===== config.mk =====
export PLATFORM = sky130hd
export DESIGN_NAME = mutex_with_fifo_wait_queue_core
export DESIGN_NICKNAME = d
export VERILOG_FILES = /design/src/rtl/mwq_pkg.sv /design/src/rtl/mwq_decide.sv /design/src/rtl/mwq_fifo.sv /design/src/rtl/mutex_with_fifo_wait_queue_core.sv
export SDC_FILE = /design/constraint.sdc
export NUM_CORES = 1
export LEC_CHECK = 0
export BUFFER_PORTS_ARGS = -buffer_cell sky130_fd_sc_hd__clkbuf_2
export CAP_MARGIN = 30
export CORE_ASPECT_RATIO = 0.9
export CORE_MARGIN = 3
export CORE_UTILIZATION = 45
export CTS_CLUSTER_DIAMETER = 120
export DETAILED_ROUTE_END_ITERATION = 8
export SLEW_MARGIN = 20
export SYNTH_ARGS = -nofsm -noshare
export SYNTH_HDL_FRONTEND = slang
export SYNTH_SLANG_ARGS = --single-unit

===== constraint.sdc =====
create_clock -name clk -period 3.6 [get_ports clk]
set_clock_uncertainty 0.05 [all_clocks]
set_input_delay 0.72 -clock clk [delete_from_list [all_inputs] [get_ports clk]]
set_output_delay 0.72 -clock clk [all_outputs]
set_load 0.03 [all_outputs]

===== src/rtl/mwq_pkg.sv =====
// ----------------------------------------------------------------------------
// mwq_pkg
// Types and constants shared by the mutex with FIFO wait queue.
// ----------------------------------------------------------------------------
package mwq_pkg;

  localparam int ID_BITS     = 8;
  localparam int QUEUE_DEPTH = 16;
  localparam int PTR_BITS    = $clog2(QUEUE_DEPTH);
  localparam int CNT_BITS    = $clog2(QUEUE_DEPTH + 1);

  localparam logic REQ_LOCK   = 1'b0;
  localparam logic REQ_UNLOCK = 1'b1;

  typedef enum logic [2:0] {
    OUT_ACQUIRED      = 3'd0,
    OUT_QUEUED        = 3'd1,
    OUT_ALREADY_OWNER = 3'd2,
    OUT_NOT_RUNNING   = 3'd3,
    OUT_ALREADY_OPEN  = 3'd4,
    OUT_HANDED_OVER   = 3'd5,
    OUT_OPENED        = 3'd6,
    OUT_QUEUE_FULL    = 3'd7
  } outcome_t;

  typedef struct packed {
    logic               req_type;
    logic [ID_BITS-1:0] process_id;
    logic               requester_running;
  } req_t;

  typedef struct packed {
    outcome_t            outcome;
    logic [ID_BITS-1:0]  woken_id;
    logic [ID_BITS-1:0]  owner_id;
    logic                lock_open;
    logic [CNT_BITS-1:0] waiting_count;
  } result_t;

  // actions chosen for one request
  typedef struct packed {
    logic     push;
    logic     pop;
    logic     take;
    logic     release_lock;
    outcome_t outcome;
  } act_t;

endpackage


===== src/rtl/mwq_decide.sv =====
// ----------------------------------------------------------------------------
// mwq_decide
// Decides the outcome and the state actions of one lock or unlock request.
// ----------------------------------------------------------------------------
module mwq_decide import mwq_pkg::*; (
  input  req_t               req,
  input  logic               open_flag,
  input  logic [ID_BITS-1:0] holder,
  input  logic               full,
  input  logic               empty,
  output act_t               act
);

  always_comb begin
    act         = '0;
    act.outcome = OUT_NOT_RUNNING;
    if (req.req_type == REQ_LOCK) begin
      if (!req.requester_running) begin
        act.outcome = OUT_NOT_RUNNING;
      end else if (open_flag) begin
        act.take    = 1'b1;
        act.outcome = OUT_ACQUIRED;
      end else if (holder == req.process_id) begin
        act.outcome = OUT_ALREADY_OWNER;
      end else if (full) begin
        act.outcome = OUT_QUEUE_FULL;
      end else begin
        act.push    = 1'b1;
        act.outcome = OUT_QUEUED;
      end
    end else begin
      if (open_flag) begin
        act.outcome = OUT_ALREADY_OPEN;
      end else if (!empty) begin
        act.pop     = 1'b1;
        act.outcome = OUT_HANDED_OVER;
      end else begin
        act.release_lock = 1'b1;
        act.outcome      = OUT_OPENED;
      end
    end
  end

endmodule


===== src/rtl/mwq_fifo.sv =====
// ----------------------------------------------------------------------------
// mwq_fifo
// Register FIFO of waiting process ids with head and tail pointers and count.
// ----------------------------------------------------------------------------
module mwq_fifo import mwq_pkg::*; (
  input  logic                clk,
  input  logic                rst,
  input  logic                push,
  input  logic                pop,
  input  logic [ID_BITS-1:0]  push_id,
  output logic [ID_BITS-1:0]  head_id,
  output logic                full,
  output logic                empty,
  output logic [CNT_BITS-1:0] count_next
);

  logic [ID_BITS-1:0]  store [QUEUE_DEPTH];
  logic [PTR_BITS-1:0] head_ptr;
  logic [PTR_BITS-1:0] tail_ptr;
  logic [CNT_BITS-1:0] count;
  logic [PTR_BITS-1:0] head_ptr_next;
  logic [PTR_BITS-1:0] tail_ptr_next;

  localparam logic [PTR_BITS-1:0] LAST_PTR = PTR_BITS'(QUEUE_DEPTH - 1);
  localparam logic [CNT_BITS-1:0] FULL_CNT = CNT_BITS'(QUEUE_DEPTH);

  assign head_id = store[head_ptr];
  assign full    = (count == FULL_CNT);
  assign empty   = (count == '0);

  always_comb begin
    head_ptr_next = head_ptr;
    tail_ptr_next = tail_ptr;
    count_next    = count;
    if (push) begin
      tail_ptr_next = (tail_ptr == LAST_PTR) ? '0 : tail_ptr + 1'b1;
      count_next    = count + 1'b1;
    end else if (pop) begin
      head_ptr_next = (head_ptr == LAST_PTR) ? '0 : head_ptr + 1'b1;
      count_next    = count - 1'b1;
    end
  end

  always_ff @(posedge clk) begin
    if (rst) begin
      head_ptr <= '0;
      tail_ptr <= '0;
      count    <= '0;
    end else begin
      head_ptr <= head_ptr_next;
      tail_ptr <= tail_ptr_next;
      count    <= count_next;
    end
  end

  always_ff @(posedge clk) begin
    if (push) begin
      store[tail_ptr] <= push_id;
    end
  end

  a_no_push_pop: assert property (@(posedge clk) disable iff (rst) !(push && pop))
    else $error("push and pop in the same cycle");
  a_no_overflow: assert property (@(posedge clk) disable iff (rst) push |-> !full)
    else $error("push into full queue");
  a_no_underflow: assert property (@(posedge clk) disable iff (rst) pop |-> !empty)
    else $error("pop from empty queue");
  a_count_range: assert property (@(posedge clk) disable iff (rst) count <= FULL_CNT)
    else $error("queue count out of range");

endmodule


===== src/rtl/mutex_with_fifo_wait_queue_core.sv =====
// ----------------------------------------------------------------------------
// mutex_with_fifo_wait_queue_core
// Single mutex with a FIFO of waiting process ids; one result per request.
// ----------------------------------------------------------------------------
// pipeline: a taken request is captured in req_q and req_valid, from which
//   the result and done are registered
// throughput: one request per cycle, busy stays low; the FIFO push or pop and
//   the lock update commit at the same edge that registers the result
// reset: lock open, holder 0, queue empty; results are never stalled
module mutex_with_fifo_wait_queue_core import mwq_pkg::*; (
  input  logic    clk,
  input  logic    rst,
  input  logic    start,
  output logic    busy,
  input  req_t    req,
  output logic    done,
  output result_t result
);

  req_t               req_q;
  logic               req_valid;
  logic               open_flag;
  logic [ID_BITS-1:0] holder;
  logic               open_flag_next;
  logic [ID_BITS-1:0] holder_next;
  act_t               act;
  logic [ID_BITS-1:0] head_id;
  logic               full;
  logic               empty;
  logic [CNT_BITS-1:0] count_next;
  act_t               act_v;

  assign busy = 1'b0;

  always_ff @(posedge clk) begin
    if (rst) begin
      req_valid <= 1'b0;
    end else begin
      req_valid <= start && !busy;
    end
  end

  always_ff @(posedge clk) begin
    if (start && !busy) begin
      req_q <= req;
    end
  end

  mwq_decide u_decide (
    .req       (req_q),
    .open_flag (open_flag),
    .holder    (holder),
    .full      (full),
    .empty     (empty),
    .act       (act)
  );

  // actions only count for a request that is really in the input register
  always_comb begin
    act_v = act;
    if (!req_valid) begin
      act_v.push         = 1'b0;
      act_v.pop          = 1'b0;
      act_v.take         = 1'b0;
      act_v.release_lock = 1'b0;
    end
  end

  mwq_fifo u_fifo (
    .clk        (clk),
    .rst        (rst),
    .push       (act_v.push),
    .pop        (act_v.pop),
    .push_id    (req_q.process_id),
    .head_id    (head_id),
    .full       (full),
    .empty      (empty),
    .count_next (count_next)
  );

  always_comb begin
    open_flag_next = open_flag;
    holder_next    = holder;
    if (act_v.take) begin
      open_flag_next = 1'b0;
      holder_next    = req_q.process_id;
    end else if (act_v.pop) begin
      holder_next = head_id;
    end else if (act_v.release_lock) begin
      open_flag_next = 1'b1;
    end
  end

  always_ff @(posedge clk) begin
    if (rst) begin
      open_flag <= 1'b1;
      holder    <= '0;
      done      <= 1'b0;
    end else begin
      open_flag <= open_flag_next;
      holder    <= holder_next;
      done      <= req_valid;
    end
  end

  always_ff @(posedge clk) begin
    if (req_valid) begin
      result.outcome       <= act.outcome;
      result.woken_id      <= act.pop ? head_id : '0;
      result.owner_id      <= open_flag_next ? '0 : holder_next;
      result.lock_open     <= open_flag_next;
      result.waiting_count <= count_next;
    end
  end

  a_done_follows: assert property (@(posedge clk) disable iff (rst)
    done == $past(req_valid))
    else $error("result strobe does not follow request");
  a_handover_closed: assert property (@(posedge clk) disable iff (rst)
    (done && result.outcome == OUT_HANDED_OVER) |-> !result.lock_open)
    else $error("lock open after handover");
  a_open_no_owner: assert property (@(posedge clk) disable iff (rst)
    (done && result.lock_open) |-> (result.owner_id == '0))
    else $error("owner reported on open lock");
  a_open_empty: assert property (@(posedge clk) disable iff (rst)
    open_flag |-> empty)
    else $error("waiters queued on open lock");

endmodule


==> Word level (Yosys, flattened, before mapping) <==
Memory sizes are Yosys's and may differ from the RTL's. A register that Yosys moved wholly into a read port is not among the register bits.
Index checks and enable logic that the tools add are counted.
{ "word_totals": {"register_bits": 59, "latchBits": 0, "ram_bits": 128, "rom_bits": 0, "inputBits": 13, "elab_cells": 62, "n_memories": 1} }
{ "mem_list": {"columns": ["memory", "depth", "width", "read_ports", "rd_ports_with_merged_regs", "wr", "line", "rtl"], "rows": [
  ["u_fifo.store", 16, 8, 1, 1, 1, "mwq_fifo.sv:17", "logic [ID_BITS-1:0] store [QUEUE_DEPTH];"]
]} }
{ "op_classes": {"add_sub_neg": 4, "multipliers": 0, "div": 0, "magnitude_cmp": 0, "eq_ne": 4, "shifts": 0, "n_mux": 35, "bitwise": 1, "n_reduce_logical": 2} }
{ "ops": {"columns": ["cell", "n"], "rows": [
  ["4-bit two-way mux", 5],
  ["1-bit two-way mux", 19],
  ["3-bit two-way mux", 6],
  ["8-bit two-way mux", 2],
  ["5-bit two-way mux", 2],
  ["4-bit by 1-bit adder with 4-bit output, second input constant", 2],
  ["4-bit == test, second input constant", 2],
  ["8-bit == test", 1],
  ["5-bit by 1-bit adder with 5-bit output, second input constant", 1],
  ["5-bit == test, second input constant", 1],
  ["5-bit logical NOT", 1],
  ["5-bit by 1-bit subtractor with 5-bit output, second input constant", 1],
  ["2-bit two-way mux", 1],
  ["2-bit AND reduction", 1],
  ["1-bit NOT", 1]
]} }

==> Longest topological paths before layout <==
Gate-level depths: netlist (run 1).
{ "logic_depth": {"depth_word": 11, "ltp_mapped": 9} }

==> By module <==
Synthesis (run 1) repeated with hierarchy kept, for this count alone.
{ "unflattened": {"cells_unflattened": 442, "area_unflattened_um2": 7698.6} }
{ "by_module_without_submodules": {"columns": ["module", "n_inst", "cells_each", "area_each_um2", "seq_area_each_um2"], "rows": [
  ["mwq_fifo", 1, 303, 5778.0, 4184.0],
  ["mutex_with_fifo_wait_queue_core", 1, 111, 1742.9, 1271.2],
  ["mwq_decide", 1, 28, 177.7, 0.0]
]} }

==> Worst setup path after synthesis (run 1) <==
No wires, ideal clock.
{ "synth_timing": {"path_kind": "register to register", "start": "register req_valid", "end": "memory u_fifo.store[3][0] (enable)", "setup_ns": 0.383, "arrival_time_ns": 2.252, "required_time_ns": 3.167, "setup_slack_ns": 0.915, "path_stages_with_launch": 5, "n_path_buf": 0, "path_cell_list": "dfxtp_1 and4bb_2 nand2b_1 a211o_1 nor3_1"} }
{ "synth_via": {"elab_chain_cells": 3} }
{ "synth_lines": {"columns": ["element", "line", "rtl"], "rows": [
  ["start: declaration", "mutex_with_fifo_wait_queue_core.sv:21", "logic req_valid;"],
  ["start signal: assignment", "mutex_with_fifo_wait_queue_core.sv:39", "req_valid <= start && !busy;"],
  ["4-bit two-way mux", "mutex_with_fifo_wait_queue_core.sv:61", "if (!req_valid) begin"],
  ["1-bit two-way mux", "mwq_fifo.sv:57", "if (push) begin"],
  ["1-bit two-way mux (implied by the code)", "mwq_fifo.sv:58", "store[tail_ptr] <= push_id;"],
  ["end: declaration", "mwq_fifo.sv:17", null]
]} }
No other way between the ends.

==> Worst setup path after layout (run 1) <==
{ "layout_timing": {"start": "register req_q[1] (netlist bit)", "end": "register u_fifo.count[2]"} }
{ "layout_via": {"elab_chain_cells": 7} }
{ "layout_lines": {"columns": ["element", "line", "rtl"], "rows": [
  ["start: declaration", "mutex_with_fifo_wait_queue_core.sv:20", "req_t req_q;"],
  ["start signal: assignment", "mutex_with_fifo_wait_queue_core.sv:45", "req_q <= req;"],
  ["8-bit == test", "mwq_decide.sv:23", "end else if (holder == req.process_id) begin"],
  ["1-bit two-way mux", "mwq_decide.sv:23", null],
  ["1-bit two-way mux", "mwq_decide.sv:20", "end else if (open_flag) begin"],
  ["1-bit two-way mux", "mwq_decide.sv:18", "if (!req.requester_running) begin"],
  ["1-bit two-way mux", "mwq_decide.sv:17", "if (req.req_type == REQ_LOCK) begin"],
  ["4-bit two-way mux", "mutex_with_fifo_wait_queue_core.sv:61", null],
  ["5-bit two-way mux", "mwq_fifo.sv:35", "if (push) begin"],
  ["end signal: assignment", "mwq_fifo.sv:52", "count <= count_next;"],
  ["end: declaration", "mwq_fifo.sv:20", "logic [CNT_BITS-1:0] count;"]
]} }
No other way between the ends.
A chain may end at the register's enable or synchronous reset.

==> results of run 1 <==
where the power goes:
| part | total (µW) | internal [µW] | switching, µW |
|---|---|---|---|
| clock network | 1820 | 1030 | 792 |
| registers | 2480 | 2430 | 42.7 |
| logic | 104 | 31.0 | 72.7 |
routing by layer:
metal | vias to the layer above | wire, µm | GRT usage, %
li1 | 1818 | - | -
met1 | 1994 | 7150 | 25.6
met2 | 99 | 7120 | 25.4
met3 | 7 | 933 | 4.51
met4 | 0 | 126 | 6.25
met5 | - | 0 | 0
registers in the layout, indices dropped and copies added (netlist names), named ones only:
| name | count |
|---|---|
| req_valid | 1 |
| u_fifo.store | 128 |
| u_fifo.tail_ptr | 4 |
| holder | 8 |
| done | 1 |
| u_fifo.count | 5 |
| req_q | 10 |
| u_fifo.head_ptr | 4 |
| result | 25 |
| open_flag | 1 |
cells in the mapped netlist (3+ instances only):
master,number,area share [%]
edfxtp_1,163,63
nor2_1,40,1.9
mux4_2,32,9.3
mux2i_1,29,3.8
dfxtp_1,28,7.3
nor2b_1,16,1.3
nand2_1,15,0.73
and3_1,14,1.1
xor2_1,11,1.2
clkbuf_1,9,0.44
a21oi_1,8,0.52
a221oi_2,8,1.6
ha_1,8,1.3
buf_2,7,0.45
inv_1,5,0.24
mux2_2,4,0.58
buf_1,3,0.15
nor3_1,3,0.19
final timing paths:
kind	start	to	slack (ps)	cells past startpoint
setup / recovery	req_q[1]	u_fifo.count[2]	770	6
setup reg to reg	req_q[1]	u_fifo.count[2]	770	6
hold reg to reg	u_fifo.head_ptr[3]	flip-flop	490	2
hold / removal	req[8]	req_q[8]	420	1
worst reg2reg max path, cell delays in order, from the launching register on:
cell      delay [ps]
edfxtp_1         840
xor2_1           210
nor4_1           640
a21oi_1          140
buf_4            240
a22oi_2          240
mux2_2           360
kinds of logic (layout without fill, tap and decap cells):
group,after synthesis,after routing,synth area share [%]
mux,65,65,13.7
buf+inv,29,87,2.06
xor+xnor,13,13,1.47
fa+ha+maj,8,8,1.29
other cells,1,1,0.0485
flops,191,191,70.6
compound gates,31,31,3.58
simple gates,108,108,7.32
layout make-up:
| cell class | instances | area [µm²] |
|---|---|---|
| fillers | 1298 | 7730 |
| clock inverters | 10 | 66.3 |
| well taps | 207 | 259 |
| multi-input cells | 226 | 2120 |
| clock buffers | 22 | 518 |
| inverters | 5 | 18.8 |
| repair buffers | 50 | 300 |
| flip-flops and latches | 191 | 5460 |
through the flow:
stage | utilization, % | cells | hold slack (ps)
floorplan | - | 446 | 443
global placement | 49.4 | 678 | 470
detailed placement | 49.5 | 679 | 476
CTS | 53.1 | 711 | 391
global route | 53.1 | 711 | 386
finish | 53.1 | 711 | 418
==> results.py, run 1 <==
metrics = {
    "clock_network": {
        "cts_made_buffers": 17,
        "postCtsSetupRepairBufs": 0,
        "h-tree-depth": 4,
        "cts_resized": 0,
        "cts_hold_buf": 0,
        "cts_sinks": 191,
        "cts_tree": "yes",
        "clock_path_buffers": 2,
        "root_buffer": "clkbuf_16",
        "clk_latency_ps": 430,
        "cts.clk_slew.worst_paths_ps": 70,
    },
    "drt": {
        "viasPerCell": 5.51,
        "drc": 0,
        "routed_wl_um": 15300,
        "first_pass_iters": 5,
        "ant_nets": 0,
        "avgRoutedWirePerCell_um": 21.6,
        "dr.first_iter.drc_count": 284,
        "vias": 3918,
    },
    "timing": {
        "slew_headroom_pct": 37.5,
        "rsz0062_at_grt": "no",
        "period_needed_ps": 2830,
        "tns_ps": 0,
        "setup_viol": 0,
        "period_share_pct": 78.6,
        "slew_violations": 0,
        "timing_hold_violations_final": 0,
        "fmaxAchievable_ghz": 0.354,
        "fin_ws_ps": 772,
        "worstMarginPinSlew_ps": 937,
    },
    "placement": {
        "gp_congestion": 0.809,
        "hpwlAfterDp_um": 9730,
        "port_buffers": 38,
        "dp_slack_ps": 733,
        "placed_cell_area_um2": 8150,
    },
    "global_routing": {
        "antenna_found_initial": 0,
        "grt_max_degree": 33,
        "grt_pass1_wl_um": 23200,
        "grt-ovfl-total": 0,
        "grt_pass1_vias": 3891,
        "grt.total_usage_pct": 17.4,
    },
    "power": {
        "total_power_uw": 4400,
        "power_leakage_uw": 0.00293,
        "ir_drop_mv": 0.353,
        "power_density_nw_per_um2": 504,
    },
    "logic_synthesis": {
        "synth-main-ff-cell": "edfxtp_1",
        "ys_seq_area_share_pct": 70.6,
        "syn-cell-area_um2": 7730,
        "ys_types": 50,
        "synth-seq-cells": 191,
        "yosysWarnings": 0,
        "synthArstFlopShare_pct": 0,
        "avgSynthCellArea_um2": 17.3,
        "synth_nets": 467,
        "synth_edf_count": 163,
        "synthCells": 446,
    },
    "critical_path": {
        "critPathTopFamily": "flip-flops",
        "arrival_ps": 3090,
        "max_stage_delay_ps": 840,
        "cp_num_buf_inv": 1,
        "crit_type": "reg2reg",
        "cp_data_required_time_ps": 3870,
        "end_kind": "flip-flop",
        "path_cells": "xor2_1, nor4_1, a21oi_1, buf_4, a22oi_2, mux2_2",
        "worstSetupStartpointType": "flip-flop",
        "cp_max_fo": 22,
        "crit_slowest_cell": "edfxtp_1",
    },
    "die": {
        "start_util_pct": 47.0,
        "core_area_um2": 16500,
        "row_count": 44,
        "die_w_um": 144,
        "ios": 40,
        "dieArea_um2": 18800,
        "chipHeight_um": 130,
    },
    "final_layout": {
        "area_growth_pct": 13.0,
        "drive_gt1_share_pct": 26.8,
        "antenna_cells": 0,
        "fin_nets": 512,
        "layout_common_cells": "163 x edfxtp_1, 40 x nor2_1, 38 x clkbuf_2",
        "mostFrequentLayoutCell": "edfxtp_1",
        "design_area_um2": 8730,
    },
    "flow_run": {
        "cap_violations": 0,
    },
    "run_status": {
        "status": "completed",
    },
    "min_path": {
        "hold_path_class": "in2reg",
    },
}
(Power assumes the default switching activity.)
==> run 2, diff against run 1 <==
==> constraint.sdc (replaced) <==
create_clock -name clk -period 2.7 [get_ports clk]
set_clock_uncertainty 0.05 [all_clocks]
set_input_delay 0.54 -clock clk [delete_from_list [all_inputs] [get_ports clk]]
set_output_delay 0.54 -clock clk [all_outputs]
set_load 0.03 [all_outputs]
==> run 2 against run 1 <==
Flip-flop and latch count stayed put. Critical endpoint is now u_fifo.store[9][2]. Clock-buffer cell count is 4 lower. Maximum frequency is 14% higher. Cell area is 0.36% higher. Die area stayed put. Largest cell class unchanged. Clock power is 26% higher.
==> results.py, run 2 (synthesis results as in run 1) <==
metrics = {
    "run_status": {
        "status": "completed",
    },
    "global_routing": {
        "grtUsageMet2_pct": 24.7,
        "antenna_found_initial": 0,
        "top_usage_layer": "met1",
        "grt_pass1_wl_um": 24000,
        "grt-ovfl-total": 0,
        "grt.total_usage_pct": 17.9,
        "grt_max_degree": 33,
        "globalRouteMet3Util_pct": 5.09,
        "use_met1_pct": 27.7,
        "grt_pass1_vias": 3947,
    },
    "clock_network": {
        "cts_resized": 0,
        "postCtsSetupRepairBufs": 0,
        "cts_tree": "yes",
        "cts_made_buffers": 17,
        "cts_sinks": 191,
        "cts.clk_slew.worst_paths_ps": 70,
        "clk_latency_ps": 430,
        "root_buffer": "clkbuf_16",
        "clock_path_buffers": 2,
        "h-tree-depth": 4,
        "cts_hold_buf": 0,
    },
    "die": {
        "ios": 40,
        "chipHeight_um": 130,
        "core_area_um2": 16500,
        "die_w_um": 144,
        "dieArea_um2": 18800,
        "row_count": 44,
        "start_util_pct": 47.0,
    },
    "final_layout": {
        "regArea_um2": 5460,
        "layout_common_cells": "163 x edfxtp_1, 40 x nor2_1, 38 x clkbuf_2",
        "multi_input_area_um2": 2120,
        "fillCellCount": 1335,
        "design_area_um2": 8770,
        "stdcell_count": 721,
        "largest_register_ffs": 128,
        "reg_top3": "u_fifo.store (128), result (25), req_q (10)",
        "area_growth_pct": 13.4,
        "regMostFlops": "u_fifo.store",
        "mostFrequentLayoutCell": "edfxtp_1",
        "post-route-util_pct": 53.3,
        "antenna_cells": 0,
        "fin_nets": 523,
        "drive_gt1_share_pct": 27.6,
    },
    "placement": {
        "dpl.cell_count": 690,
        "port_buffers": 38,
        "gp_congestion": 0.799,
        "hpwlAfterDp_um": 10300,
        "placed_cell_area_um2": 8240,
    },
    "timing": {
        "slew_headroom_pct": 54.8,
        "period_needed_ps": 2470,
        "rsz0062_at_grt": "no",
        "setup_viol": 0,
        "holdWs_ps": 240,
        "period_share_pct": 91.6,
        "fmaxAchievable_ghz": 0.404,
        "worstMarginPinSlew_ps": 678,
        "slew_violations": 0,
        "tns_ps": 0,
        "timing_hold_violations_final": 0,
    },
    "drt": {
        "drc": 0,
        "dr.first_iter.drc_count": 352,
        "avgRoutedWirePerCell_um": 22.0,
        "viasPerCell": 5.53,
        "first_pass_iters": 5,
        "routed_wl_um": 15800,
        "ant_nets": 0,
        "vias": 3984,
    },
    "min_path": {
        "holdPathStages": 1,
        "hold_path_class": "in2reg",
    },
    "flow_run": {
        "cap_violations": 0,
    },
    "critical_path": {
        "arrival_ps": 2490,
        "crit_type": "reg2reg",
        "end_kind": "flip-flop",
        "worstSetupStartpointType": "flip-flop",
        "cp_data_required_time_ps": 2710,
        "ff2ff_path_depth": 7,
        "cp_max_fo": 18,
    },
    "power": {
        "ir_drop_mv": 0.454,
        "power_density_nw_per_um2": 656,
        "power_leakage_uw": 0.00295,
    },
}
run 2: cell types whose count changed in the layout (fill, tap and decap cells not counted), sizes merged:
| cell | previous run | this run |
|---|---|---|
| buf | 12 | 23 |
| bufinv | 0 | 1 |
| clkbuf | 60 | 56 |
| clkinv | 3 | 9 |
| inv | 10 | 6 |
run 2: path summary, 6_finish.rpt:
check,start,end,slack [ps]
max,u_fifo.count[0],u_fifo.store[9][2],230
min,req[5],req_q[5],240
max reg2reg,u_fifo.count[0],u_fifo.store[9][2],230
min reg2reg,u_fifo.head_ptr[3],flip-flop,500
run 2: metal layers:
layer,share of wire (%),up-vias
met5,0,-
met4,1.2,0
met3,4.9,14
met2,44,102
met1,50,2023
li1,-,1845
run 2: power breakdown:
part	leakage, µW	switching (µW)	internal [µW]
clock network	0.000258	1050	1250
logic	0.000978	137	50.8
registers	0.00172	22.8	3240
run 2: critical path, cell delays in order, from the launching register on:
cell,delay [ps]
dfxtp_1,430
inv_1,90
ha_1,220
nor4bb_1,180
nand2b_1,180
a21oi_1,190
buf_4,240
and3_1,520
run 2: cell type report:
type	instances	share of cell area (%)
clock buffer	18	4.90
clock inverter	13	1.13
inverter	5	0.214
multi-input combinational	226	24.1
sequential	191	62.2
tap	207	2.95
timing repair buffer	61	4.42
run 2: metrics by stage:
step                setup WS [ps]  total power, µW
CTS                           201             5800
global placement              290             3510
floorplan                    15.1             3430
global route                 86.4             5940
finish                        226             5750
detailed placement            229             3520
==> run 3, diff against run 2 <==
--- a/config.mk
+++ b/config.mk
@@ -15,4 +15,5 @@
 export SLEW_MARGIN = 20
 export SYNTH_ARGS = -nofsm -noshare
 export SYNTH_HDL_FRONTEND = slang
+export SYNTH_HIERARCHICAL = 1
 export SYNTH_SLANG_ARGS = --single-unit
==> run 3 against run 2 <==
Sequential power about the same. Die area decreased by 0.38%. Synthesized cell count decreased by 0.90%. Core utilization increased by 0.79 points. Power increased by 4.3%. Final cell count increased by 0.97%. Register-to-register slack improved by 20 ps. Critical endpoint is now u_fifo/store[9][5]. Highest routed layer unchanged.
==> results.py, run 3 <==
metrics = {
    "drt": {
        "routed_wl_um": 15800,
        "viasPerCell": 5.57,
        "avgRoutedWirePerCell_um": 21.7,
        "vias": 4058,
        "dr.first_iter.drc_count": 360,
        "first_pass_iters": 5,
        "ant_nets": 0,
        "drc": 0,
    },
    "die": {
        "core_area_um2": 16500,
        "die_w_um": 144,
        "ios": 40,
        "row_count": 44,
        "dieArea_um2": 18700,
        "start_util_pct": 46.8,
        "chipHeight_um": 130,
    },
    "global_routing": {
        "antenna_found_initial": 0,
        "grt.total_usage_pct": 17.8,
        "grt-ovfl-total": 0,
        "grt_max_degree": 33,
        "grt_pass1_wl_um": 24000,
        "grt_pass1_vias": 4076,
    },
    "logic_synthesis": {
        "ys_types": 49,
        "ys_seq_area_share_pct": 70.9,
        "synth-main-ff-cell": "edfxtp_1",
        "synth_top_area_cell": "edfxtp_1",
        "yosysMostFrequentCell": "edfxtp_1",
        "syn-cell-area_um2": 7700,
        "netlist_top_cells_count": "163 x edfxtp_1, 28 x dfxtp_1, 26 x and2_1",
        "yosysWarnings": 6,
        "synthCells": 442,
        "synth_top_area_share_pct": 63.6,
        "avgSynthCellArea_um2": 17.4,
        "synth_area_leaders": "edfxtp_1 64%, dfxtp_1 7.3%, mux4_1 6.1%, mux4_2 4.1%, and2_1 2.1%",
        "synthArstFlopShare_pct": 0,
        "synth_nets": 462,
        "synth-seq-cells": 191,
        "synth_edf_count": 163,
    },
    "clock_network": {
        "clk_latency_ps": 420,
        "postCtsSetupRepairBufs": 0,
        "cts_sinks": 191,
        "clock_path_buffers": 2,
        "cts.clk_slew.worst_paths_ps": 70,
        "h-tree-depth": 4,
        "cts_made_buffers": 17,
        "root_buffer": "clkbuf_16",
        "cts_tree": "yes",
    },
    "critical_path": {
        "crit_slowest_cell": "or3b_1",
        "max_stage_delay_ps": 400,
        "cp_data_required_time_ps": 2820,
        "crit_type": "reg2reg",
        "arrival_ps": 2580,
        "worstSetupStartpointType": "flip-flop",
        "path_cells": "inv_1, ha_1, or3b_1, nor2_2, nor4_1, and2_2, buf_4, and3b_2, and2_1, buf_4",
        "cp_max_fo": 8,
        "critPathMostFrequentCell": "buf_4",
        "end_kind": "flip-flop",
    },
    "timing": {
        "holdWs_ps": 247,
        "period_needed_ps": 2450,
        "tns_ps": 0,
        "timing_hold_violations_final": 0,
        "slew_violations": 0,
        "period_share_pct": 90.9,
        "slew_headroom_pct": 49.7,
        "worstMarginPinSlew_ps": 755,
        "setup_viol": 0,
        "rsz0062_at_grt": "no",
        "fmaxAchievable_ghz": 0.408,
    },
    "min_path": {
        "hold_path_class": "in2reg",
    },
    "final_layout": {
        "antenna_cells": 0,
        "regMostFlops": "u_fifo/store",
        "fin_nets": 528,
        "fillCellCount": 1306,
        "mostFrequentLayoutCell": "edfxtp_1",
        "layout_common_cells": "163 x edfxtp_1, 38 x clkbuf_2, 26 x dfxtp_1",
        "drive_gt1_share_pct": 26.1,
        "area_growth_pct": 15.6,
        "post-route-util_pct": 54.0,
        "stdcell_count": 728,
        "largest_register_ffs": 128,
        "reg_top3": "u_fifo/store (128), result (25), req_q (10)",
    },
    "power": {
        "total_power_uw": 6000,
        "power_density_nw_per_um2": 674,
        "ir_drop_mv": 0.484,
        "power_leakage_uw": 0.00307,
    },
    "placement": {
        "hpwlAfterDp_um": 10400,
        "port_buffers": 38,
        "gp_congestion": 0.760,
        "dpl.cell_count": 696,
    },
    "run_status": {
        "status": "completed",
    },
    "flow_run": {
        "cap_violations": 0,
    },
}
==> run 3: per-layer routing <==
| metal | track usage, % | share of wire [%] | vias to the layer above |
|---|---|---|---|
| met1 | 26.0 | 46 | 2061 |
| li1 | - | - | 1870 |
| met3 | 5.75 | 6.5 | 15 |
| met2 | 26.4 | 46 | 112 |
| met5 | 0 | 0 | - |
| met4 | 4.21 | 1.2 | 0 |
==> run 3: cell type report <==
| cell class | instances | area [µm²] | area share, % |
|---|---|---|---|
| clock inverter | 13 | 160 | 1.80 |
| sequential | 191 | 5460 | 61.4 |
| multi-input combinational | 225 | 2080 | 23.4 |
| tap | 207 | 259 | 2.91 |
| timing repair buffer | 66 | 475 | 5.34 |
| inverter | 7 | 26.3 | 0.295 |
| clock buffer | 19 | 433 | 4.87 |
==> run 3: what timing repair did <==
| action | 4_1_cts | 5_1_grt |
|---|---|---|
| hold buffers | 0 | 0 |
| setup endpoints to repair | 0 | 142 |
| gates resized for setup | 0 | 12 |
==> run 3: critical path, delay by kind of cell (launching register included) <==
kind,cells,cell delay [ps]
flip-flops,1,340
adder cells (fa/ha/maj),1,150
AND/OR/NAND/NOR,6,1270
buffers and inverters,3,400
==> run 3: logic make-up (layout without fill, tap and decap cells) <==
| family | count (synthesis) | in the layout | synth area share (%) |
|---|---|---|---|
| other cells | 1 | 1 | 0.0487 |
| simple gates | 118 | 118 | 8.44 |
| mux | 34 | 34 | 10.5 |
| buf+inv | 26 | 105 | 2.31 |
| compound gates | 51 | 51 | 5.10 |
| flops | 191 | 191 | 70.9 |
| fa+ha+maj | 7 | 7 | 1.14 |
| xor+xnor | 14 | 14 | 1.59 |
==> run 3: worst paths after layout <==
path / slack, ps / startpoint / to / cells past startpoint
setup / recovery: 250 / u_fifo/count[1] / u_fifo/store[9][5] / 10
hold / removal: 250 / req[4] / req_q[4] / 1
setup reg to reg: 250 / u_fifo/count[1] / u_fifo/store[9][5] / 10
hold reg to reg: 450 / u_fifo/head_ptr[1] / u_fifo/head_ptr[1] / 2
==> run 3: per-stage QoR <==
step | cell area, µm² | worst slack [ps]
after floorplan | 7700 | 105
after CTS | 8880 | 54.1
after detailed placement | 8280 | 70.2
after global placement | 8280 | 158
after global routing | 8900 | 32.7
final | 8900 | 247
==> run 3: power breakdown <==
| part | total (µW) | switching, µW | internal (µW) |
|---|---|---|---|
| logic | 217 | 156 | 60.8 |
| clock network | 2520 | 1060 | 1460 |
| registers | 3270 | 22.1 | 3240 |
